--- config.mk ---
export PLATFORM = sky130hd
export DESIGN_NAME = motion_command_log_with_rewind
export DESIGN_NICKNAME = d
export VERILOG_FILES = /design/src/design/mclr_pkg.sv /design/src/design/mclr_ctrl.sv /design/src/design/mclr_datapath.sv /design/src/design/motion_command_log_with_rewind.sv
export SDC_FILE = /design/constraint.sdc
export NUM_CORES = 1
export LEC_CHECK = 0
export ABC_AREA = 1
export BUFFER_PORTS_ARGS = -buffer_cell sky130_fd_sc_hd__buf_2
export CAP_MARGIN = 15
export CORE_UTILIZATION = 40
export DETAILED_ROUTE_END_ITERATION = 8
export PLACE_DENSITY = 0.6
export SLEW_MARGIN = 25
export SYNTH_ARGS = -nofsm -noshare
export SYNTH_HDL_FRONTEND = slang
export SYNTH_HIERARCHICAL = 1
export SYNTH_SLANG_ARGS = --single-unit
export TNS_END_PERCENT = 100
--- constraint.sdc ---
create_clock -name clk -period 3.4 [get_ports clk]
set_input_delay 0 -clock clk [delete_from_list [all_inputs] [get_ports clk]]
set_output_delay 0 -clock clk [all_outputs]
set_load 0.03 [all_outputs]
--- src/design/mclr_pkg.sv ---
// ----------------------------------------------------------------------------
// Motion command log package
// Shared types, constants and pin/inverse decode for the motion command log.
// ----------------------------------------------------------------------------
`default_nettype none

package mclr_pkg;

  // Log geometry and result limits.
  localparam int LOG_DEPTH   = 16;
  localparam int IDX_W       = $clog2(LOG_DEPTH);
  localparam int MAX_RESULTS = 16;
  localparam int CNT_W       = $clog2(MAX_RESULTS + 1);

  // Field widths.
  localparam int OP_W    = 3;
  localparam int DUR_W   = 16;
  localparam int PAUSE_W = 9;
  localparam int PINS_W  = 4;

  // Stream widths.
  localparam int S_DATA_W = 24;
  localparam int M_DATA_W = 32;

  localparam logic [PAUSE_W-1:0] REWIND_PAUSE_MS = PAUSE_W'(500);

  // Command opcodes.
  localparam logic [OP_W-1:0] OP_NONE    = 3'd0;
  localparam logic [OP_W-1:0] OP_FORWARD = 3'd1;
  localparam logic [OP_W-1:0] OP_REVERSE = 3'd2;
  localparam logic [OP_W-1:0] OP_LEFT    = 3'd3;
  localparam logic [OP_W-1:0] OP_RIGHT   = 3'd4;
  localparam logic [OP_W-1:0] OP_REWIND  = 3'd5;

  typedef enum logic [2:0] {
    ST_IDLE,
    ST_DISPATCH,
    ST_READ,
    ST_EVAL,
    ST_FINAL
  } state_t;

  typedef struct packed {
    logic [OP_W-1:0]  op;
    logic [DUR_W-1:0] dur;
  } log_entry_t;

  // Commands from the controller to the datapath.
  typedef struct packed {
    logic capture;      // latch the accepted input beat
    logic push_motion;  // log the command and load its result
    logic start_walk;   // set up a rewind walk at the newest slot
    logic rd_issue;     // read the log at the walk index
    logic take_entry;   // move the read entry into the pending result
    logic push_pend;    // load the pending result into the output register
    logic push_last;    // flag for the pushed pending result
    logic clear_newest; // mark the newest slot empty
  } ctrl_cmd_t;

  // Status from the datapath to the controller.
  typedef struct packed {
    logic is_motion;
    logic is_rewind;
    logic entry_valid;
    logic cnt_full;
    logic lap_done;
    logic pend_valid;
    logic out_free;
  } ctrl_sts_t;

  // Bridge pins, bit 3 down to 0: a_in1 a_in2 b_in1 b_in2.
  function automatic logic [PINS_W-1:0] pins_of(input logic [OP_W-1:0] op);
    logic [PINS_W-1:0] p;
    p = 4'h0;
    case (op)
      OP_FORWARD: p = 4'h9;
      OP_REVERSE: p = 4'h6;
      OP_LEFT:    p = 4'hA;
      OP_RIGHT:   p = 4'h5;
      default:    p = 4'h0;
    endcase
    return p;
  endfunction

  function automatic logic [OP_W-1:0] inverse_of(input logic [OP_W-1:0] op);
    logic [OP_W-1:0] r;
    r = OP_NONE;
    case (op)
      OP_FORWARD: r = OP_REVERSE;
      OP_REVERSE: r = OP_FORWARD;
      OP_LEFT:    r = OP_RIGHT;
      OP_RIGHT:   r = OP_LEFT;
      default:    r = OP_NONE;
    endcase
    return r;
  endfunction

endpackage

`default_nettype wire

--- src/design/mclr_ctrl.sv ---
// ----------------------------------------------------------------------------
// Motion command log controller
// Sequences command dispatch and the rewind walk over the log.
// ----------------------------------------------------------------------------
`default_nettype none

module mclr_ctrl (
  input  wire                   clk,
  input  wire                   rst,
  input  wire                   in_valid,
  output logic                  in_ready,
  input  mclr_pkg::ctrl_sts_t   sts,
  output mclr_pkg::ctrl_cmd_t   cmd
);
  import mclr_pkg::*;

  state_t state;
  state_t state_next;

  // State register.
  always_ff @(posedge clk) begin
    if (rst) begin
      state <= ST_IDLE;
    end else begin
      state <= state_next;
    end
  end

  // Next state and command decode.
  always_comb begin
    state_next = state;
    cmd        = '0;
    in_ready   = 1'b0;
    unique case (state)
      ST_IDLE: begin
        in_ready = 1'b1;
        if (in_valid) begin
          cmd.capture = 1'b1;
          state_next  = ST_DISPATCH;
        end
      end
      ST_DISPATCH: begin
        if (sts.is_motion) begin
          if (sts.out_free) begin
            cmd.push_motion = 1'b1;
            state_next      = ST_IDLE;
          end
        end else if (sts.is_rewind) begin
          cmd.start_walk = 1'b1;
          state_next     = ST_READ;
        end else begin
          state_next = ST_IDLE;
        end
      end
      ST_READ: begin
        cmd.rd_issue = 1'b1;
        state_next   = ST_EVAL;
      end
      ST_EVAL: begin
        if (!sts.entry_valid || sts.cnt_full) begin
          // The walk ends here; flush what is pending as the last beat.
          if (!sts.pend_valid) begin
            cmd.clear_newest = 1'b1;
            state_next       = ST_IDLE;
          end else if (sts.out_free) begin
            cmd.push_pend    = 1'b1;
            cmd.push_last    = 1'b1;
            cmd.clear_newest = 1'b1;
            state_next       = ST_IDLE;
          end
        end else if (!sts.pend_valid || sts.out_free) begin
          cmd.push_pend  = sts.pend_valid;
          cmd.take_entry = 1'b1;
          state_next     = sts.lap_done ? ST_FINAL : ST_READ;
        end
      end
      ST_FINAL: begin
        if (sts.out_free) begin
          cmd.push_pend    = 1'b1;
          cmd.push_last    = 1'b1;
          cmd.clear_newest = 1'b1;
          state_next       = ST_IDLE;
        end
      end
      default: begin
        state_next = ST_IDLE;
      end
    endcase
  end

endmodule

`default_nettype wire

--- src/design/mclr_datapath.sv ---
// ----------------------------------------------------------------------------
// Motion command log datapath
// Holds the ring log, walk index, pending result and output register.
// ----------------------------------------------------------------------------
`default_nettype none

module mclr_datapath (
  input  wire                              clk,
  input  wire                              rst,
  input  wire [mclr_pkg::OP_W-1:0]         in_op,
  input  wire [mclr_pkg::DUR_W-1:0]        in_dur,
  input  mclr_pkg::ctrl_cmd_t              cmd,
  output mclr_pkg::ctrl_sts_t              sts,
  output logic                             out_valid,
  input  wire                              out_ready,
  output logic [mclr_pkg::PINS_W-1:0]      out_pins,
  output logic [mclr_pkg::DUR_W-1:0]       out_hold,
  output logic [mclr_pkg::PAUSE_W-1:0]     out_pause,
  output logic                             out_last
);
  import mclr_pkg::*;

  // Log storage; an entry whose valid bit is clear reads as none.
  log_entry_t           log_mem [LOG_DEPTH];
  logic [LOG_DEPTH-1:0] log_vld;

  logic [OP_W-1:0]  cmd_op;
  logic [DUR_W-1:0] cmd_dur;
  logic [IDX_W-1:0] newest;
  logic [IDX_W-1:0] newest_inc;
  logic [IDX_W-1:0] idx;
  logic [IDX_W-1:0] idx_dec;
  logic [CNT_W-1:0] cnt;
  log_entry_t       rd_entry;
  logic             rd_vld;
  logic [OP_W-1:0]  pend_op;
  logic [DUR_W-1:0] pend_dur;
  logic             pend_valid;

  // Ring index arithmetic.
  assign newest_inc = (newest == IDX_W'(LOG_DEPTH - 1)) ? '0 : newest + 1'b1;
  assign idx_dec    = (idx == '0) ? IDX_W'(LOG_DEPTH - 1) : idx - 1'b1;

  // Status toward the controller.
  always_comb begin
    sts.is_motion   = (cmd_op == OP_FORWARD) || (cmd_op == OP_REVERSE) ||
                      (cmd_op == OP_LEFT) || (cmd_op == OP_RIGHT);
    sts.is_rewind   = (cmd_op == OP_REWIND);
    sts.entry_valid = rd_vld;
    sts.cnt_full    = (cnt >= CNT_W'(MAX_RESULTS));
    sts.lap_done    = (idx_dec == newest);
    sts.pend_valid  = pend_valid;
    sts.out_free    = !out_valid || out_ready;
  end

  // Captured command beat.
  always_ff @(posedge clk) begin
    if (cmd.capture) begin
      cmd_op  <= in_op;
      cmd_dur <= in_dur;
    end
  end

  // Log memory write and registered read.
  always_ff @(posedge clk) begin
    if (cmd.push_motion) begin
      log_mem[newest_inc] <= '{op: cmd_op, dur: cmd_dur};
    end
    if (cmd.rd_issue) begin
      rd_entry <= log_mem[idx];
    end
  end

  // Valid bits, newest slot and the registered valid of the read entry.
  always_ff @(posedge clk) begin
    if (rst) begin
      log_vld <= '0;
      newest  <= '0;
      rd_vld  <= 1'b0;
    end else begin
      if (cmd.push_motion) begin
        log_vld[newest_inc] <= 1'b1;
        newest              <= newest_inc;
      end
      if (cmd.clear_newest) begin
        log_vld[newest] <= 1'b0;
      end
      if (cmd.rd_issue) begin
        rd_vld <= log_vld[idx];
      end
    end
  end

  // Walk index, result count and pending result.
  always_ff @(posedge clk) begin
    if (rst) begin
      idx        <= '0;
      cnt        <= '0;
      pend_valid <= 1'b0;
    end else if (cmd.start_walk) begin
      idx        <= newest;
      cnt        <= '0;
      pend_valid <= 1'b0;
    end else if (cmd.take_entry) begin
      idx        <= idx_dec;
      cnt        <= cnt + 1'b1;
      pend_valid <= 1'b1;
    end else if (cmd.push_pend) begin
      pend_valid <= 1'b0;
    end
  end

  always_ff @(posedge clk) begin
    if (cmd.take_entry) begin
      pend_op  <= inverse_of(rd_entry.op);
      pend_dur <= rd_entry.dur;
    end
  end

  // Output register.
  always_ff @(posedge clk) begin
    if (rst) begin
      out_valid <= 1'b0;
    end else if (cmd.push_motion || cmd.push_pend) begin
      out_valid <= 1'b1;
    end else if (out_ready) begin
      out_valid <= 1'b0;
    end
  end

  always_ff @(posedge clk) begin
    if (cmd.push_motion) begin
      out_pins  <= pins_of(cmd_op);
      out_hold  <= cmd_dur;
      out_pause <= '0;
      out_last  <= 1'b1;
    end else if (cmd.push_pend) begin
      out_pins  <= pins_of(pend_op);
      out_hold  <= pend_dur;
      out_pause <= REWIND_PAUSE_MS;
      out_last  <= cmd.push_last;
    end
  end

endmodule

`default_nettype wire

--- src/design/motion_command_log_with_rewind.sv ---
// ----------------------------------------------------------------------------
// Motion command log with rewind
// Drive command logger for a two-motor H-bridge with a rewind walk.
// ----------------------------------------------------------------------------
// Takes one command beat at a time. A motion command is logged and loads its
// beat into the output register once that register is free; the controller
// then returns to idle for the next command. A rewind reads the log through
// its single registered read port, passing the READ and EVAL states for each
// entry walked, and gives one beat per entry (up to the log depth); a stalled
// output slows the walk beat for beat. A new command is taken only when the
// previous one has handed over all of its beats to the output register. The
// log resets to empty at once, with no clearing pass.
`default_nettype none

module motion_command_log_with_rewind (
  input  wire                                clk,
  input  wire                                rst,
  input  wire                                s_tvalid,
  output logic                               s_tready,
  // Fields from bit 0: opcode[2:0], duration_ms[18:3], zero fill.
  input  wire [mclr_pkg::S_DATA_W-1:0]       s_tdata,
  output logic                               m_tvalid,
  input  wire                                m_tready,
  // Fields from bit 0: motor_a_in1, motor_a_in2, motor_b_in1, motor_b_in2,
  // hold_ms[19:4], pause_ms[28:20], zero fill.
  output logic [mclr_pkg::M_DATA_W-1:0]      m_tdata,
  // Carries last_of_run.
  output logic                               m_tlast
);
  import mclr_pkg::*;

  ctrl_cmd_t          cmd;
  ctrl_sts_t          sts;
  logic [PINS_W-1:0]  out_pins;
  logic [DUR_W-1:0]   out_hold;
  logic [PAUSE_W-1:0] out_pause;

  mclr_ctrl u_ctrl (
    .clk      (clk),
    .rst      (rst),
    .in_valid (s_tvalid),
    .in_ready (s_tready),
    .sts      (sts),
    .cmd      (cmd)
  );

  mclr_datapath u_datapath (
    .clk       (clk),
    .rst       (rst),
    .in_op     (s_tdata[OP_W-1:0]),
    .in_dur    (s_tdata[OP_W+DUR_W-1:OP_W]),
    .cmd       (cmd),
    .sts       (sts),
    .out_valid (m_tvalid),
    .out_ready (m_tready),
    .out_pins  (out_pins),
    .out_hold  (out_hold),
    .out_pause (out_pause),
    .out_last  (m_tlast)
  );

  // Pack the result beat; pin bit 3 is motor_a_in1.
  assign m_tdata = {3'b000, out_pause, out_hold,
                    out_pins[0], out_pins[1], out_pins[2], out_pins[3]};

endmodule

`default_nettype wire

==> results of run 1 <==
-- state kept, by name (all words and copies together) (netlist names), 4 cells and up --
register,flops
u_datapath/cmd_dur,16
u_datapath/cnt,5
u_datapath/idx,4
u_datapath/log_mem,304
u_datapath/log_vld,16
u_datapath/newest,4
u_datapath/out_hold,16
u_datapath/out_pins,4
u_datapath/pend_dur,16
u_datapath/rd_entry,19
-- cell type report --
| cell class | instances | area [um^2] |
|---|---|---|
| clock buffer | 63 | 1230 |
| clock inverter | 16 | 105 |
| inverter | 79 | 299 |
| fill | 3700 | 22000 |
| tap | 532 | 666 |
| multi-input combinational | 811 | 3960 |
| sequential | 418 | 12200 |
| timing repair buffer | 112 | 826 |
-- power by group through the flow --
stage	combinational [uW]	sequential [uW]	clock, uW
finish	286	5770	4480
global placement	265	5880	0
CTS	287	5770	4570
global route	312	5780	4780
detailed placement	267	5880	0
floorplan	146	5860	0
-- routing by layer --
metal | global-route usage | vias up | share of wire
li1 | - | 5070 | -
met1 | 0.265 | 5308 | 0.45
met2 | 0.299 | 352 | 0.46
met3 | 0.0245 | 73 | 0.060
met4 | 0.0582 | 0 | 0.027
met5 | 0 | - | 0
-- worst max-delay path: cells and delay by family (launching register included) --
family,cells,cell delay [ps]
buffers and inverters,4,750
DFF,1,640
and+or+nand+nor,6,1000
-- logic make-up (layout without fill, tap and decap cells) --
logic type      after synthesis  after routing  synth area share
flops                       418            418             0.721
fa+ha+maj                    10             10           0.00740
buf+inv                     169            270            0.0469
compound gates              293            293             0.102
simple gates                498            498             0.120
xor+xnor                      4              4           0.00207
other cells                   2              6          0.000444
-- timing repair --
action,CTS,global route
gates resized for setup,0,0
endpoints found under the hold margin,31,0
hold buffers,22,0
-- path summary, 6_finish.rpt --
| check | from | endpoint | slack [ps] | depth (start not counted) |
|---|---|---|---|---|
| min | s_tdata[8] | u_datapath/cmd_dur[5] | 160 | 2 |
| max | u_datapath/cmd_op[2] | u_datapath/log_mem[5][18] | 630 | 10 |
| max reg2reg | u_datapath/cmd_op[2] | u_datapath/log_mem[5][18] | 630 | 10 |
| min reg2reg | u_datapath/rd_entry[7] | u_datapath/pend_dur[7] | 420 | 0 |
-- synthesized netlist by cell type, drive strengths merged (5+ instances only) --
cell	n
edfxtp	381
nor2	275
o21ai	179
nand2	141
inv	79
nand3	73
o211ai	63
buf	56
dfxtp	37
clkbuf	34
a21oi	20
o221ai	13
ha	10
a31oi	6
nor3	5
-- metrics by stage --
step / setup WS, ps / power, uW / cell area (um^2) / util
detailed placement: 674 / 6150 / 17700 / 0.428
floorplan: 742 / 6000 / 16900 / -
global placement: 686 / 6140 / 17700 / 0.428
finish: 632 / 10500 / 19300 / 0.467
CTS: 641 / 10600 / 19300 / 0.466
global route: 350 / 10900 / 19300 / 0.467
==> impl_metrics.ini, run 1 <==
[timing]
max_freq_mhz = 361
finalSetupViolCount = 0
max_slew_margin = 0.448
fin_crit_sh = 0.814
finalHoldViolations = 0
fin_skew_ps = 25.4
worstMarginPinSlew_ps = 828
setup_tns_ps = 0
fin_hold_ws_ps = 161
slew_viol_final = 0
fin_crit_ps = 2770
rsz0062_at_grt = no

[floorplanning]
start_util = 0.409
die_w_um = 208
die_area_um2 = 43100
fp.dieH_um = 208
io_pins = 63
rows = 74
core_area_um2 = 41300

[global_routing]
grtUsageTotal = 0.187
grt_pass1_vias = 10357
grt_overflow = 0
grt_pass1_wl_um = 61200
antenna_found_initial = 0
grt_max_degree = 164

[power]
swShare = 0.207
clock_power_share = 0.425
powerDensity_nw_per_um2 = 547
p_comb_frac = 0.027
p_leak_uw = 0.00669
ir_worst_vdd_uv = 323
p_int_uw = 8360
power.sequential.fraction = 0.548
p_sw_uw = 2180

[detailed_routing]
via_per_inst = 5.32
drt_wl_total_um = 40300
drcViolationCount = 0
drt-pass1-iter-count = 5
wl_per_cell_um = 19.8
drtIter0Drc = 1042
vias = 10803
postRouteAntennaNets = 0

[placement]
port_buffers = 51
place_inst = 1929
gp_congestion = 0.861
dpl.hpwl_um = 22800

[layout]
drive_gt1_frac = 0.120
instances_no_fill = 2031
diodes = 0
area_growth_pct = 14.1
fin_nets = 1505
mostFrequentLayoutCell = edfxtp_1
layout_common_cells = 381 x edfxtp_1, 257 x nor2_1, 160 x o21ai_0

[synthesis]
ys_async_sr_fraction = 0
syn-cell-area_um2 = 16900
syn_inst = 1394
ys_warn_count = 6
yosysTopAreaCell = edfxtp_1
synth_area_leaders = edfxtp_1 68%, nor2_1 5.9%, o21ai_0 4.7%, dfxtp_1 4.4%, nand2_1 3.1%
yosysSeqAreaShare = 0.721
synth_top_area_frac = 0.677
yosys_most_used_dff = edfxtp_1
ys_ff_latch = 418
synth_edf_count = 381
synth.distinct_cells = 39
synth_area_per_cell_um2 = 12.1

[critical_path]
cp_common_cell = nand2_1
end_kind = flip-flop
crit_required_ps = 3590
critical_path_class = reg2reg
critPathSlowestCell = edfxtp_1
cp-start-kind = flip-flop
critical-path-max-stage-delay_ps = 640
crit_chain = inv_1 > nand2_1 > nand3_1 > nand2_1 > nor2_2 > nand2_1 > inv_1 > nand2_1 > inv_1 > buf_4
critical_path.max_fanout = 19
cp.arrival_ps = 2960

[clock_network]
numCtsBuffers = 45
cts_tree = done
clock_latency_ps = 550
clock_path_buffers = 3
htree_levels = 2
root_buffer = clkbuf_16
clock-sinks = 418
post_cts_buffers = 0
clk_pin_slew_ps = 60

[status]
status = finished, final reports clean

[flow_run]
cap_violations = 0

[worst_hold_path]
hp-class = in2reg
Power figures use the tool's default switching activity.
==> inputs of run 2 (changes only) <==
ABC_AREA = 0   (was 1)
PLACE_DENSITY = 0.62   (was 0.6)
clock period = 2.4 ns   (was 3.4 ns; I/O delays follow)
==> run 2 against run 1 <==
  * Worst setup slack got worse by 500 ps
  * Worst hold slack improved by 16 ps
  * Register-to-register slack got worse by 500 ps
  * Critical path type unchanged
  * Maximum frequency rose by 22%
  * Cell area rose by 1.2%
  * Largest cell class unchanged
  * First-iteration DRC count fell by 38%
==> impl_metrics.ini, run 2 <==
[global_routing]
grt_overflow = 0
grt_pass1_vias = 8230
grtUsageTotal = 0.173
antenna_found_initial = 0
grt_pass1_wl_um = 52600
grt_max_degree = 53

[status]
status = finished, final reports clean

[detailed_routing]
vias = 8041
postRouteAntennaNets = 0
drtIter0Drc = 641
drcViolationCount = 0
wl_per_cell_um = 22.7
drt_wl_total_um = 34400
drt-pass1-iter-count = 5
via_per_inst = 5.30

[timing]
fin_hold_ws_ps = 177
fin_skew_ps = 12.8
fin_crit_ps = 2270
max_slew_margin = 0.359
slew_viol_final = 0
finalHoldViolations = 0
max_freq_mhz = 441
fin_crit_sh = 0.944
worstMarginPinSlew_ps = 958
rsz0062_at_grt = yes
finalSetupViolCount = 0

[clock_network]
clock-sinks = 418
clock_path_buffers = 3
root_buffer = clkbuf_16
clock_latency_ps = 530
numCtsBuffers = 44
htree_levels = 2
clk_pin_slew_ps = 60
post_cts_buffers = 0
cts_tree = done

[critical_path]
cp-start-kind = flip-flop
cp.arrival_ps = 2690
critical_path.max_fanout = 4
critPathSlowestCell = dfxtp_4
end_kind = flip-flop
crit_chain = inv_1 > ha_1 > a21oi_1 > xnor2_1 > nor4_2 > buf_4 > and4b_1 > a32oi_1 > a2111oi_2
crit_required_ps = 2820
critical-path-max-stage-delay_ps = 370
critical_path_class = reg2reg

[layout]
top_regs = u_datapath/log_mem: 304 flops, u_datapath/rd_entry: 19 flops
layout_common_cells = 381 x edfxtp_1, 97 x mux4_2, 51 x buf_2
area_growth_pct = 19.7
mostFrequentLayoutCell = edfxtp_1
fin_nets = 995
largest_reg_flops = 304
seq_area_um2 = 12200
multi_input_area_um2 = 3910
top_register = u_datapath/log_mem
drive_gt1_frac = 0.333
fin_util = 0.489
diodes = 0
n_fill_cell = 3248

[power]
p_sw_uw = 3020
ir_worst_vdd_uv = 476
p_int_uw = 12200
powerDensity_nw_per_um2 = 777
swShare = 0.199
p_leak_uw = 0.00620
totalPowerFinal_uw = 15200
clock_power_share = 0.442
p_comb_frac = 0.023
power.sequential.fraction = 0.536

[synthesis]
synth.distinct_cells = 54
yosysSeqAreaShare = 0.748
synth.most_common_cell = edfxtp_1
syn_inst = 821
synthXorXnorAreaFrac = 0.00967
synth_top_family_by_area = multiplexers
ys_ff_latch = 418
synth.mux.area_fraction = 0.150
synth_fa_ha_area_frac = 0.00768
synth_area_leaders = edfxtp_1 70%, mux4_2 13%, dfxtp_1 4.5%, mux2_2 1.2%, nor2_1 1.1%
yosysTopAreaCell = edfxtp_1
ys_async_sr_fraction = 0
syn-cell-area_um2 = 16300
yosys_most_used_dff = edfxtp_1
synth_compound_area_frac = 0.0305
synth_edf_count = 381
ys_warn_count = 6
synth_top_cells_by_count = 381 x edfxtp_1, 97 x mux4_2, 49 x nor2_1, 37 x dfxtp_1, 30 x a21oi_1
synth_area_per_cell_um2 = 19.8
synth_top_area_frac = 0.702
synthSimpleGateAreaFrac = 0.0308

[worst_hold_path]
hp-class = in2reg

[floorplanning]
die_w_um = 204
start_util = 0.408
fp.dieH_um = 204
core_area_um2 = 39900
die_area_um2 = 41600
rows = 73
io_pins = 63

[flow_run]
cap_violations = 0

[placement]
port_buffers = 51
gp_congestion = 0.785
dpl.hpwl_um = 21000
[run 2: changes by cell type in the layout (fill, tap and decap cells not counted), sizes merged, moves of 18 or more]
| cell | before | now |
|---|---|---|
| nor2 | 275 | 49 |
| o21ai | 179 | 5 |
| nand2 | 141 | 17 |
| mux4 | 0 | 97 |
| nand3 | 73 | 2 |
| inv | 79 | 16 |
| o211ai | 63 | 2 |
| buf | 90 | 121 |
| mux2 | 0 | 18 |
[run 2: cell families (layout without fill, tap and decap cells)]
kind of cell               after synthesis  count (layout)
AOI/OAI and AO/OA                       75              75
xor gates and xnor gates                18              18
adders and majority gates               10              10
buffers and inverters                   72             238
DFF                                    418             418
muxes                                  120             120
other                                    2               6
and+or+nand+nor                        106             106
[run 2: what timing repair did]
| item | CTS | global route |
|---|---|---|
| resized for setup | 0 | 2 |
| setup endpoints to repair | 0 | 62 |
| endpoints found under the hold margin | 28 | 0 |
| hold buffers | 22 | 0 |
[run 2: final timing paths]
path / from / to / slack (ps) / cells after the start
worst max-delay path: u_datapath/idx[1] / u_ctrl/state[2] / 130 / 9
worst min-delay path: s_tdata[6] / u_datapath/cmd_dur[3] / 180 / 2
worst max register to register: u_datapath/idx[1] / u_ctrl/state[2] / 130 / 9
worst min register to register: u_datapath/rd_entry[13] / u_datapath/pend_dur[13] / 410 / 0
[run 2: layout make-up]
type	instances	area share
inverters	15	0.00289
well taps	525	0.0337
clock buffers	53	0.0598
multi-input cells	335	0.200
repair buffers	143	0.0648
flip-flops and latches	418	0.625
clock inverters	27	0.0137
[run 2: per-stage QoR]
step | worst slack (ps) | cells | TNS, ps | cell area, um^2
2_1_floorplan | 11.4 | 825 | 0 | 16500
4_1_cts | 25.0 | 1516 | 0 | 19500
6_report | 135 | 1516 | 0 | 19500
3_3_place_gp | 91.2 | 1414 | 0 | 17800
5_1_grt | -2.64 | 1516 | -2.64 | 19500
3_5_place_dp | 48.2 | 1414 | 0 | 17800
[run 2: power by group through the flow]
stage	logic (uW)	clock network, uW	registers [uW]
floorplan	154	0	8280
global route	373	7150	8140
CTS	351	6890	8130
global placement	321	0	8280
detailed placement	323	0	8280
finish	346	6700	8120
[run 2: layer usage]
layer,track usage,routed length [um],vias up
li1,-,-,3576
met1,0.249,15600,4227
met2,0.280,16900,192
met3,0.0231,1440,46
met4,0.0392,503,0
met5,0,0,-
[run 2: critical path: cells and delay by family (launching register included)]
family                     cells  cell delay, ps
adders and majority gates      1             230
and+or+nand+nor                2             540
xor gates and xnor gates       1             120
AOI/OAI and AO/OA              3             650
DFF                            1             370
buffers and inverters          2             260
